===== src/rtl/sem_pkg.sv =====
package sem_pkg;

  // configuration register file
  localparam int CFG_W      = 11;
  localparam int CFG_IDX_W  = 1;
  localparam logic [CFG_IDX_W-1:0] REG_FRAME_WIDTH  = 1'd0;
  localparam logic [CFG_IDX_W-1:0] REG_FRAME_HEIGHT = 1'd1;
  localparam logic [CFG_W-1:0] FRAME_WIDTH_RST  = 11'd640;
  localparam logic [CFG_W-1:0] FRAME_HEIGHT_RST = 11'd480;

  // frame size limits
  localparam int DEF_MAX_WIDTH  = 1024;
  localparam int DEF_MAX_HEIGHT = 1024;

  // input item commands
  localparam logic CMD_PIXEL = 1'b0;
  localparam logic CMD_FLUSH = 1'b1;

  // gradient queue
  localparam int QDEPTH = 4;
  localparam int QAW    = 2;

  localparam int GW = 12;  // signed Sobel sum, |g| <= 1020

  typedef struct packed {
    logic       cmd;
    logic [7:0] blue_in;
    logic [7:0] green_in;
    logic [7:0] red_in;
  } sem_in_t;

  typedef struct packed {
    logic [7:0] blue_out;
    logic [7:0] green_out;
    logic [7:0] red_out;
    logic       frame_done;
  } sem_out_t;

  // one queued result: gradients per channel (blue, green, red) and end-of-frame flag
  typedef struct packed {
    logic [2:0][GW-1:0] gx;
    logic [2:0][GW-1:0] gy;
    logic               done;
  } sem_grad_t;

  typedef struct packed {
    logic      valid;
    sem_grad_t entry;
  } sem_push_t;

endpackage


===== src/rtl/sem_queue.sv =====
module sem_queue
  import sem_pkg::*;
(
  input  logic      clk_i,
  input  logic      rst_ni,
  input  sem_push_t push_i,
  input  logic      pop_i,
  output sem_grad_t head_o,
  output logic      empty_o,
  output logic      full_o
);

  sem_grad_t      mem_q [QDEPTH];
  logic [QAW-1:0] wr_q, rd_q;
  logic [QAW:0]   cnt_q;

  assign empty_o = cnt_q == '0;
  assign full_o  = cnt_q == (QAW+1)'(QDEPTH);
  assign head_o  = mem_q[rd_q];

  always_ff @(posedge clk_i) begin
    if (push_i.valid) mem_q[wr_q] <= push_i.entry;
  end

  always_ff @(posedge clk_i or negedge rst_ni) begin
    if (!rst_ni) begin
      wr_q  <= '0;
      rd_q  <= '0;
      cnt_q <= '0;
    end else begin
      if (push_i.valid) wr_q <= wr_q + QAW'(1);
      if (pop_i)        rd_q <= rd_q + QAW'(1);
      if (push_i.valid && !pop_i)      cnt_q <= cnt_q + (QAW+1)'(1);
      else if (pop_i && !push_i.valid) cnt_q <= cnt_q - (QAW+1)'(1);
    end
  end

endmodule


===== config.mk =====
export PLATFORM = sky130hd
export DESIGN_NAME = sem_queue
export DESIGN_NICKNAME = d
export VERILOG_FILES = /design/src/rtl/sem_pkg.sv /design/src/rtl/sem_queue.sv
export SDC_FILE = /design/constraint.sdc
export NUM_CORES = 1
export LEC_CHECK = 0
export BUFFER_PORTS_ARGS = -buffer_cell sky130_fd_sc_hd__buf_2
export CORE_MARGIN = 3
export CORE_UTILIZATION = 49
export DETAILED_ROUTE_END_ITERATION = 8
export PLACE_DENSITY = 0.68
export SYNTH_ARGS = -nofsm -noshare
export SYNTH_HDL_FRONTEND = slang
export SYNTH_SLANG_ARGS = --single-unit

===== constraint.sdc =====
create_clock -name clk_i -period 4.14 [get_ports clk_i]
set_clock_uncertainty 0.2 [all_clocks]
set_input_delay 0.414 -clock clk_i [delete_from_list [all_inputs] [get_ports clk_i]]
set_output_delay 0.414 -clock clk_i [all_outputs]
set_load 0.01 [all_outputs]

### Yosys cells after proc, flatten, opt, wreduce, memory -nomap -nowiden

Memories as Yosys holds them, arrays and structs flattened.
Cells that the tools add are included.

| cells by class | value |
|---|---|
| add/sub/neg operators | 4 |
| multipliers | 0 |
| div/mod/pow operators | 0 |
| magnitude comparators | 0 |
| eq/ne operators | 1 |
| shifts and indexed selects | 0 |
| mux-type cells | 4 |
| bitwise logic cells | 0 |
| reduce and logical (&&, ||, !) cells | 6 |

Operators by type and width:

| operator | number |
|---|---|
| 3-bit two-way mux | 2 |
| 2-bit by 1-bit adder with 2-bit output (second input constant) | 2 |
| 3-bit by 1-bit adder with 3-bit output (second input constant) | 1 |
| 3-bit == test (second input constant) | 1 |
| 3-bit logical NOT | 1 |
| 3-bit by 1-bit subtractor with 3-bit output (second input constant) | 1 |
| 1-bit logical AND | 2 |
| 1-bit logical NOT | 2 |
| 1-bit two-way mux | 2 |
| 2-bit nonzero test | 1 |

| storage, ports and cells | value |
|---|---|
| bits in registers | 7 |
| latch bits | 0 |
| RAM bits | 292 |
| memory bits (read-only) | 0 |
| input bits | 77 |
| output and inout bits | 75 |
| logic and storage cells | 19 |
| memories | 1 |

Memory list:

| name | depth | bits a word | read ports | clocked after memory_dff | write ports | RTL line | source |
|---|---|---|---|---|---|---|---|
| mem_q | 4 | 73 | 1 | 0 | 1 | sem_queue.sv:13 | `sem_grad_t mem_q [QDEPTH];` |

### Logic depth before layout (Yosys ltp)

| depth | value |
|---|---|
| word-level depth | 4 |
| mapped depth | 7 |
| depth with buffers taken out | 7 |

### Worst setup path after synthesis

No wires, ideal clock.

| timing | value |
|---|---|
| kind | register -> register |
| start point | reg wr_q[0] |
| end point | mem mem_q[2][0] (netlist bit), enable pin |
| library setup time | 439 ps |
| data arrival time | 2322 ps |
| required time | 3501 ps |
| path slack | 1179 ps |
| cell stages (with the launch flop) | 4 |
| path buffers | 0 |
| period minus slack after synthesis | 2961 ps |
| cell sequence | dfrtp_1 inv_1 ha_1 and2_1 |

RTL lines:

| element | RTL line | source |
|---|---|---|
| start: declaration | sem_queue.sv:14 | `logic [QAW-1:0] wr_q, rd_q;` |
| start signal: assignment | sem_queue.sv:31 | `if (push_i.valid) wr_q <= wr_q + QAW'(1);` |
| end: declaration | sem_queue.sv:13 |  |

Straight into the memory's write port.

==> metrics.txt <==
Peak Freq=0.330 GHz; Tcrit/Tclk final=0.733; reg2reg path depth=3; Die Area=24100 µm²; FF-to-FF Start=wr_q[0]; final hold vios=0; min cycle time layout=3.03 ns; pre-CTS WS=1.61 ns; Finished Core Util=0.638; crit path kind=flop to output pin; CP Launch Type=flop; Adder-Cell Fraction of Synth Area=0.00756; DRT Pass-1 Iters=6; syn avg cell area=26.3 µm²; Sink Count=299; Via Count=5129; Rel. slew slack=0.239; Post-DP HPWL=10.8 mm; I/O pins=152; Net Count, Synth=498; #FFs+latches synth=299; post-synth top area share=0.803; # diodes=0; Area Growth Syn to Fin=25.5%; DR vias/cell=5.36; H-tree Lvls=1; largest family of logic cells by synthesized area=multiplexers; Skew-Pair Late Insertion Delay=0.53 ns; share of cells above drive strength 1=0.411; fill count=1456; Tightest Hold Check Type=input port to asynchronous set/reset pin; worst-margin pin slew=1.14 ns; R2R Setup Slk=1.95 ns; Synth top cells by count=edfxtp_1, mux4_2, buf_2, dfrtp_1, buf_6; worst vdd ir=0.628 mV; Worst EP arrival=2.42 ns; I/O Buffers=151; ANT nets after route=0; CTS Hold Bufs=76; Routed WL=19.8 mm; vias in the first global route=5588; RSZ-0062 raised after global routing=false; FP Rows=53; CTS tree=built; CP Max Fanout=21; CP required=3.53 ns; compound-gate portion of the synthesized area=0.000458; EDFF count, synth=292; routing usage on met3=0.0376; Synth Cell Area=10900 µm²; RD Place Congestion=0.713; multi-input combinational cell area=1850 µm²; status=completed; initial antenna violation count=0; Post-synth top flop=edfxtp_1; Inserted Clock Buffers=29; GRT Max-Usage Layer=met2; First DRT Iteration DRCs=345; starting density of the core=0.508; Mapped Cells=415; die height=155 µm; fin. max-slew vios=0; pwr dens=688 nW/µm²; GRT overflow=0; cell types occupying the most area after synthesis=edfxtp_1, mux4_2, dfrtp_1; Cell variety after synth=19; Core Box Area=21500 µm²; met1 usage=0.224; GR Util met2=0.281; critical path capture point type=output pin; end of the worst register-to-register path=mem_q[0][68]; pin count of the biggest net entering global routing=75; Seq/Total Area, Yosys=0.819; post_cts resized=0; Max Root-Sink Buffers=3; Final nets=742; post-CTS setup repair buffer count=0; drt wl/cell=20.6 µm; Die X=155 µm; register area=8950 µm²; PnR worst setup slack=1.11 ns; Max Cap Viol=0; most common cell in the netlist=edfxtp_1; multiplexer area fraction after synthesis=0.152; simple logic cell fraction of the synthesized area=0.00447; global-route wire length before repair=31.5 mm; CTS clk-pin slew, worst paths=0.06 ns; GRT Total Usage=0.166; Lkg Pwr=4.75 nW; DRC viols=0; Yosys top cell by area=edfxtp_1; xor/xnor cell area share of the yosys netlist=0.00481; asr flop ratio synth=0.0234; synth warn=0; setup TNS=0 ns; total power draw=9.44 mW; CTS Root Cell=clkbuf_16; Setup-failing EPs final=0
[cell families (layout without fill, tap and decap cells)]
family	Yosys count	after routing
buffers and inverters	20	287
AND/OR/NAND/NOR	9	9
AO/OA/AOI/OAI	1	1
multiplexers	74	74
XOR/XNOR	6	6
flip-flops	299	299
adder cells (fa/ha/maj)	6	6
[how the worst max path moves through the flow]
stage,end,depth (start not counted),startpoint
6_report,head_o[69],3,rd_q[0]
3_5_place_dp,head_o[72],3,rd_q[0]
4_1_cts,head_o[69],3,rd_q[0]
5_1_grt,head_o[69],3,rd_q[0]
3_3_place_gp,head_o[72],3,rd_q[0]
2_1_floorplan,mem_q[2][0],3,wr_q[0]
[cells in the final DEF, fill, tap and decap left out, types with 2 or more instances in the layout]
cell type	netlist	layout
edfxtp_1	292	292
buf_2	7	151
dlygate4sd3_1	0	76
mux4_2	73	73
clkbuf_16	0	29
clkinv_2	0	6
clkbuf_1	1	6
ha_1	5	5
bufinv_16	0	5
dfrtp_1	7	5
inv_1	4	4
and2_4	0	4
xor2_1	4	4
clkinvlp_4	0	4
xnor2_1	2	2
nand2_1	2	2
clkbuf_8	0	2
dfrtp_4	0	2
[report_power, final]
group / internal (mW) / switching (mW)
clock: 1.64 / 1.08
combinational: 1.21 / 1.20
sequential: 3.98 / 0.339
total: 6.82 / 2.62
[metrics by stage]
step / hold WS (ns) / cells / instance area [µm²]
after detailed placement: 0.0686 / 827 / 11900
after global routing: 0.0577 / 957 / 13700
after floorplan: -0.0816 / 415 / 10900
after global placement: 0.0613 / 827 / 11900
after CTS: 0.0374 / 957 / 13700
final: 0.0485 / 957 / 13700
[state kept, by name, indices dropped and copies added (netlist names)]
signal,cells
mem_q,292
cnt_q,3
rd_q,2
wr_q,2
[critical path: stages (launching register included)]
cell,delay (ns)
dfrtp_4,0.65
buf_4,0.45
mux4_2,0.60
buf_2,0.16
[cell type report]
class                      count  area share
sequential                   299       0.653
timing repair buffer         229       0.113
multi-input combinational     96       0.135
tap                          275      0.0251
clock buffer                  37      0.0566
clock inverter                17      0.0162
inverter                       4     0.00110
[per-layer routing]
layer  wire [µm]  part of all wire
met1        8010              0.41
met2        9970              0.50
met3        1330             0.067
met4         453             0.023
met5           0                 0
(Power assumes the default switching activity.)
