[src/rtl/sem_pkg.sv]
package sem_pkg;

  // configuration register file
  localparam int CFG_W      = 11;
  localparam int CFG_IDX_W  = 1;
  localparam logic [CFG_IDX_W-1:0] REG_FRAME_WIDTH  = 1'd0;
  localparam logic [CFG_IDX_W-1:0] REG_FRAME_HEIGHT = 1'd1;
  localparam logic [CFG_W-1:0] FRAME_WIDTH_RST  = 11'd640;
  localparam logic [CFG_W-1:0] FRAME_HEIGHT_RST = 11'd480;

  // frame size limits
  localparam int DEF_MAX_WIDTH  = 1024;
  localparam int DEF_MAX_HEIGHT = 1024;

  // input item commands
  localparam logic CMD_PIXEL = 1'b0;
  localparam logic CMD_FLUSH = 1'b1;

  // gradient queue
  localparam int QDEPTH = 4;
  localparam int QAW    = 2;

  localparam int GW = 12;  // signed Sobel sum, |g| <= 1020

  typedef struct packed {
    logic       cmd;
    logic [7:0] blue_in;
    logic [7:0] green_in;
    logic [7:0] red_in;
  } sem_in_t;

  typedef struct packed {
    logic [7:0] blue_out;
    logic [7:0] green_out;
    logic [7:0] red_out;
    logic       frame_done;
  } sem_out_t;

  // one queued result: gradients per channel (blue, green, red) and end-of-frame flag
  typedef struct packed {
    logic [2:0][GW-1:0] gx;
    logic [2:0][GW-1:0] gy;
    logic               done;
  } sem_grad_t;

  typedef struct packed {
    logic      valid;
    sem_grad_t entry;
  } sem_push_t;

endpackage

[src/rtl/sem_back.sv]
module sem_back
  import sem_pkg::*;
(
  input  logic      clk_i,
  input  logic      rst_ni,
  input  sem_grad_t head_i,
  input  logic      empty_i,
  output logic      pop_o,
  output logic      out_valid_o,
  input  logic      out_ready_i,
  output sem_out_t  out_data_o
);

  localparam logic [1:0] B_IDLE = 2'd0;
  localparam logic [1:0] B_SQR  = 2'd1;
  localparam logic [1:0] B_ROOT = 2'd2;
  localparam logic [1:0] B_FIN  = 2'd3;

  logic [1:0]  st_q, st_d;
  sem_grad_t   g_q;
  logic [20:0] s_q [3];
  logic [8:0]  n_q [3];
  logic [3:0]  cnt_q;
  logic        out_valid_q;
  sem_out_t    out_q;

  logic signed [23:0] sqx [3];
  logic signed [23:0] sqy [3];
  logic [8:0]  t [3];
  logic [17:0] tsq [3];
  logic [18:0] nn [3];
  logic [9:0]  rnd [3];
  logic [7:0]  res [3];
  logic        fin_go;

  assign pop_o       = st_q == B_IDLE && !empty_i;
  assign fin_go      = st_q == B_FIN && (!out_valid_q || out_ready_i);
  assign out_valid_o = out_valid_q;
  assign out_data_o  = out_q;

  always_comb begin
    for (int ch = 0; ch < 3; ch++) begin
      sqx[ch] = $signed(g_q.gx[ch]) * $signed(g_q.gx[ch]);
      sqy[ch] = $signed(g_q.gy[ch]) * $signed(g_q.gy[ch]);
      t[ch]   = n_q[ch] | (9'd1 << cnt_q);
      tsq[ch] = t[ch] * t[ch];
      nn[ch]  = 19'(n_q[ch] * n_q[ch]) + 19'(n_q[ch]);
      // round to nearest: step up when s lies above n*n + n
      rnd[ch] = 10'(n_q[ch]) + ((s_q[ch] > 21'(nn[ch])) ? 10'd1 : 10'd0);
      res[ch] = (s_q[ch] > 21'd65280 || rnd[ch] > 10'd255) ? 8'd255 : rnd[ch][7:0];
    end
  end

  always_comb begin
    st_d = st_q;
    case (st_q)
      B_IDLE:  if (pop_o) st_d = B_SQR;
      B_SQR:   st_d = B_ROOT;
      B_ROOT:  if (cnt_q == 4'd0) st_d = B_FIN;
      B_FIN:   if (fin_go) st_d = B_IDLE;
      default: st_d = B_IDLE;
    endcase
  end

  always_ff @(posedge clk_i or negedge rst_ni) begin
    if (!rst_ni) begin
      st_q        <= B_IDLE;
      cnt_q       <= '0;
      out_valid_q <= 1'b0;
    end else begin
      st_q <= st_d;
      if (st_q == B_SQR)       cnt_q <= 4'd8;
      else if (st_q == B_ROOT) cnt_q <= cnt_q - 4'd1;
      if (fin_go)           out_valid_q <= 1'b1;
      else if (out_ready_i) out_valid_q <= 1'b0;
    end
  end

  // one root bit per cycle, all three channels in lockstep
  always_ff @(posedge clk_i) begin
    if (pop_o) g_q <= head_i;
    for (int ch = 0; ch < 3; ch++) begin
      if (st_q == B_SQR) begin
        s_q[ch] <= 21'(sqx[ch]) + 21'(sqy[ch]);
        n_q[ch] <= '0;
      end else if (st_q == B_ROOT) begin
        if ({3'b000, tsq[ch]} <= s_q[ch]) n_q[ch] <= t[ch];
      end
    end
    if (fin_go) begin
      out_q.blue_out   <= res[0];
      out_q.green_out  <= res[1];
      out_q.red_out    <= res[2];
      out_q.frame_done <= g_q.done;
    end
  end

endmodule

[config.mk]
export PLATFORM = sky130hd
export DESIGN_NAME = sem_back
export DESIGN_NICKNAME = d
export VERILOG_FILES = /design/src/rtl/sem_pkg.sv /design/src/rtl/sem_back.sv
export SDC_FILE = /design/constraint.sdc
export NUM_CORES = 2
export LEC_CHECK = 0
export ABC_AREA = 1
export BUFFER_PORTS_ARGS = -buffer_cell sky130_fd_sc_hd__buf_2
export CAP_MARGIN = 20
export CORE_MARGIN = 4
export CORE_UTILIZATION = 60
export DETAILED_ROUTE_END_ITERATION = 10
export GPL_TIMING_DRIVEN = 0
export PLACE_DENSITY = 0.78
export RECOVER_POWER = 25
export SYNTH_ARGS = -nofsm -noshare
export SYNTH_HDL_FRONTEND = slang
export SYNTH_SLANG_ARGS = --single-unit
[constraint.sdc]
create_clock -name clk_i -period 10.6 [get_ports clk_i]
set_input_delay 2.12 -clock clk_i [delete_from_list [all_inputs] [get_ports clk_i]]
set_output_delay 2.12 -clock clk_i [all_outputs]
set_load 0.02 [all_outputs]
=== Yosys cells after proc, flatten, opt, wreduce, memory -nomap -nowiden ===
Memory sizes are Yosys's and may differ from the RTL's.
Index checks and enable logic that the tools add are counted.

* Flip-flop bits (word level): 105
* Memories: 2
* Memory bits (writable): 90
* Output and inout bits: 27
* Word-level logic and storage cells: 104
* Input bits: 77

* Reduce and logical (&&, ||, !) cells: 13
* Add/subtract/negate cells: 10
* Mux-type cells: 28
* Magnitude comparators: 12
* Shift-type cells: 1
* Multiply operators: 12
* Bitwise logic cells: 6
* Equality and inequality tests: 6

{| class="wikitable"
|+ Memory list
! memory !! depth !! width !! rd ports !! clocked after Yosys merged registers in !! wr ports !! line !! source
|-
| s_q || 3 || 21 || 3 || 0 || 3 || sem_back.sv:21 || <nowiki>logic [20:0] s_q [3];</nowiki>
|-
| n_q || 3 || 9 || 3 || 0 || 3 || sem_back.sv:22 || <nowiki>logic [8:0] n_q [3];</nowiki>
|}

{| class="wikitable"
|+ Operators with widths
! cell !! count
|-
| $mul 12x12->21 || 6
|-
| $mul 9x9->18 || 6
|-
| $add 21x21->21 || 3
|-
| $gt 21x16->1 const B || 3
|-
| $gt 21x19->1 || 3
|-
| $le 18x21->1 || 3
|-
| $add 18x9->19 || 3
|-
| $add 9x1->10 || 3
|-
| $gt 10x8->1 const B || 3
|-
| $mux 9 || 3
|-
| $or 9x9->9 || 3
|-
| $mux 1 || 19
|-
| $shl 1x4->9 const A || 1
|-
| $mux 4 || 2
|-
| $pmux 2 s4 || 1
|-
| $mux 2 || 3
|-
| $ne 2x2->1 const B || 3
|-
| $eq 2x2->1 const B || 2
|-
| $logic_not 4->1 || 1
|-
| $logic_or 1x1->1 || 4
|-
| $reduce_bool 2->1 || 2
|-
| $sub 4x1->4 const B || 1
|-
| $or 1x1->1 || 3
|-
| $reduce_and 3->1 || 1
|-
| 4 further kinds || 6
|}

=== Logic depth before layout (Yosys ltp) ===
* Depth after elaboration: 9
* Gate-level depth with buffers: 42

=== Worst setup path before layout ===
Ideal clock, no wire load.

* Kind: input-to-output
* Start: in empty_i
* End: out pop_o
* Arrival time: 5.397 ns
* Path buffers: 0
* Setup slack: 3.083 ns
* Stages: 1
* Cell sequence: nor2_1

* Cells in the longest elaborated chain, start to end: 2

{| class="wikitable"
|+ Ends and longest elaborated chain
! what !! line !! source
|-
| start: declaration || sem_back.sv:7 || <nowiki>input logic empty_i,</nowiki>
|-
| $logic_not 1->1 || sem_back.sv:36 || <nowiki>assign pop_o = st_q == B_IDLE && !empty_i;</nowiki>
|-
| $logic_and 1x1->1 || sem_back.sv:36 ||
|-
| end: declaration || sem_back.sv:8 || <nowiki>output logic pop_o,</nowiki>
|}

No other way between the ends.

==> impl_results.md <==
- Final Cycle Share: 82.6%
- Post-route setup slack: 1.85 ns
- Clk Tree Root Cell: clkbuf_16
- Critical Path Max Stage Delay: 0.63 ns
- Multi-input gate area: 36900 sq um
- First-pass GRT wire length: 186000 microns
- Hold path start: g_q[0]
- Main synth FF type: edfxtp_1
- Final Hold Viols: 0
- Slowest-stage cell, CP: fa_1
- Syn Inst Count: 5795
- Clock transition time at the flip-flop clock pins of the worst setup and hold paths: 0.10 ns
- Share of cells above drive strength 1: 3.62%
- Drt pass-1 iters: 6
- Largest net degree at the start of global routing: 44
- Arrival @ worst endpoint: 8.97 ns
- # rows: 105
- Wirelength per Cell: 15.5 microns
- Max-cap viol count: 1
- Worst Hold Class: reg -> reg
- Post-route minimum period: 8.75 ns
- Post-CTS sizing: 0
- Synth unique cells: 53
- Crit path capture type: register
- Mapped Area: 49800 sq um
- Worst-case reg-to-reg path depth: 41
- Post-CTS Setup Inserts: 0
- Setup TNS: 0 ns
- TritonCTS Buffers: 17
- Slew @ Worst Pin: 2.46 ns
- Mapped Nets: 7428
- Total track usage: 26.6%
- H-tree depth: 4
- Die Ht: 296 microns
- R2R Path Start: n_q[2][5]
- Setup WS pre-CTS: 1.96 ns
- Layout area overhead: 5.15%
- Warnings from Yosys: 0
- CTS tree: done
- WHS Endpoint: out_data_o[0]
- Clk sinks: 195
- Max Clk Rate: 0.114 GHz
- Worst skew pair latency: 0.54 ns
- Vias per cell: 5.18
- Effective utilization at floorplan: 60.6%
- Avg Inst Size Synth: 8.59 sq um
- Startpoint Class: register
- WP data required: 10.81 ns
- Worst hold path cell count: 0
- Maximum fanout along the worst path: 10
- Post-synth EDFFs: 188
- Slew Viols, Final: 44
- Vias in the first global route: 39148
- Critical path's most frequent cell: nand2_1
- Number of hold buffers added after cts: 0
- Crit path kind: reg -> reg
- Die area: 87600 sq um
- Status: finished with violations
- Failing checks: max-capacitance violations, max-slew violations
- Die Wd: 296 microns
- Net count, final: 7554
- Core area: 82100 sq um
- Fill count: 6706
- Relative slew slack: -63.8%
- Proportion of netlist area held by the largest area contributor: 38.0%
- Top post-synthesis cells by area: fa_1 (38%), ha_1 (15%), inv_1 (13%), edfxtp_1 (11%), nand2_1 (8.9%)
- Clock Path Buffers: 2
- R2r setup slk: 1.85 ns
- DP Wirelength: 94900 microns
- Reg2reg end: out_data_o[3]
- Sequential cell area: 5820 sq um
- PortBufs: 103
- Via count: 36310
- Final Hold Slack: 0.429 ns
- GR Overflow Total: 0
- #FFs+latches synth: 195
- # setup viols final: 0
- Total Wirelength: 109000 microns
- Synth async-reset ratio: 3.59%
- Final Skew: 0.0255 ns
- DRC: 0
- Initial antenna violation count: 0
- Gpl congestion: 0.942
- Ant. Diodes: 0
- RSZ-0062 raised after global routing: false
- Sequential fraction of the synthesis area: 11.7%
- DRT iter0 DRCs: 2447
- Antenna Nets Post-Route: 0
- Boundary pin count: 104
- Cell taking the most area after synthesis: fa_1
-- worst max-delay path: cells and delay by family, from the launching register on --
kind / cells / cell delay, ns
fa+ha+maj: 9 / 3.66
simple gates: 18 / 2.28
buf+inv: 8 / 1.04
compound gates: 6 / 0.94
flops: 1 / 0.51
-- cell usage after synthesis, drive strengths merged (3+ instances only) --
library cell,number
a21o,21
nand3b,14
o21a,5
a211oi,5
or2,33
nand3,123
a21oi,167
o2111ai,4
xor2,131
dfrtp,7
ha,611
xnor2,71
nor4,11
clkinv,4
a31oi,14
nand4,31
inv,1774
nand2,1187
clkbuf,82
o211ai,8
o21bai,12
nor2,202
nor3,21
a31o,3
edfxtp,188
o21ai,84
buf,19
fa,945
-- cells by family (layout without fill, tap and decap cells) --
group                      count (synthesis)  in the layout  synth area share [%]
buffers and inverters                   1879           2018                  14.3
AOI/OAI and AO/OA                        337            337                  3.83
xor gates and xnor gates                 202            202                  3.55
DFF                                      195            195                  11.7
and+or+nand+nor                         1626           1626                  13.3
adders and majority gates               1556           1556                  53.4
-- metal layers --
metal	track usage, %	part of all wire [%]	vias up
li1	-	-	17297
met1	34.8	41	17776
met3	4.93	6.6	211
met5	0	0	-
met2	45.3	49	1026
met4	8.74	3.3	0
-- flip-flops by register name (all words and copies together) (netlist names) --
register / flops
n_q: 27
st_q: 2
g_q: 73
cnt_q: 4
s_q: 63
out_valid_o: 1
out_data_o: 25
-- placed cells by master (no fill, tap or decap), drive strengths merged, types with 10 or more instances in the layout --
cell    count
inv      1782
nand2    1187
fa        945
ha        611
nor2      202
edfxtp    188
a21oi     167
xor2      131
buf       124
nand3     123
clkbuf    102
o21ai      84
xnor2      71
or2        33
nand4      31
nor3       21
a21o       21
nand3b     14
a31oi      14
o21bai     12
nor4       11
clkinv     10
-- through the flow --
step	area, sq um	utilization [%]	std cells
6_report	52300	63.7	7004
5_1_grt	52300	63.7	7004
4_1_cts	52400	63.8	7004
3_5_place_dp	51700	63.0	6972
3_3_place_gp	51600	62.9	6968
2_1_floorplan	49800	-	5795
-- how the worst max path moves through the flow --
stage	start	end	cells past startpoint
floorplan	empty_i	pop_o	1
global placement	empty_i	pop_o	3
detailed placement	n_q[2][5]	out_data_o[7]	41
CTS	n_q[2][5]	out_data_o[7]	41
global route	n_q[2][5]	out_data_o[7]	41
finish	n_q[2][5]	out_data_o[3]	41
-- layout make-up --
cell class,instances,area share [%]
multi-input combinational,3721,70.4
clock buffer,18,0.861
sequential,195,11.1
tap,1070,2.56
timing repair buffer,107,1.10
inverter,1778,12.8
clock inverter,14,0.361
buffer,101,0.811
Power is left out: the tool's default activity adds up to more than one toggle a clock period on the data nets, which glitch-free logic cannot reach.
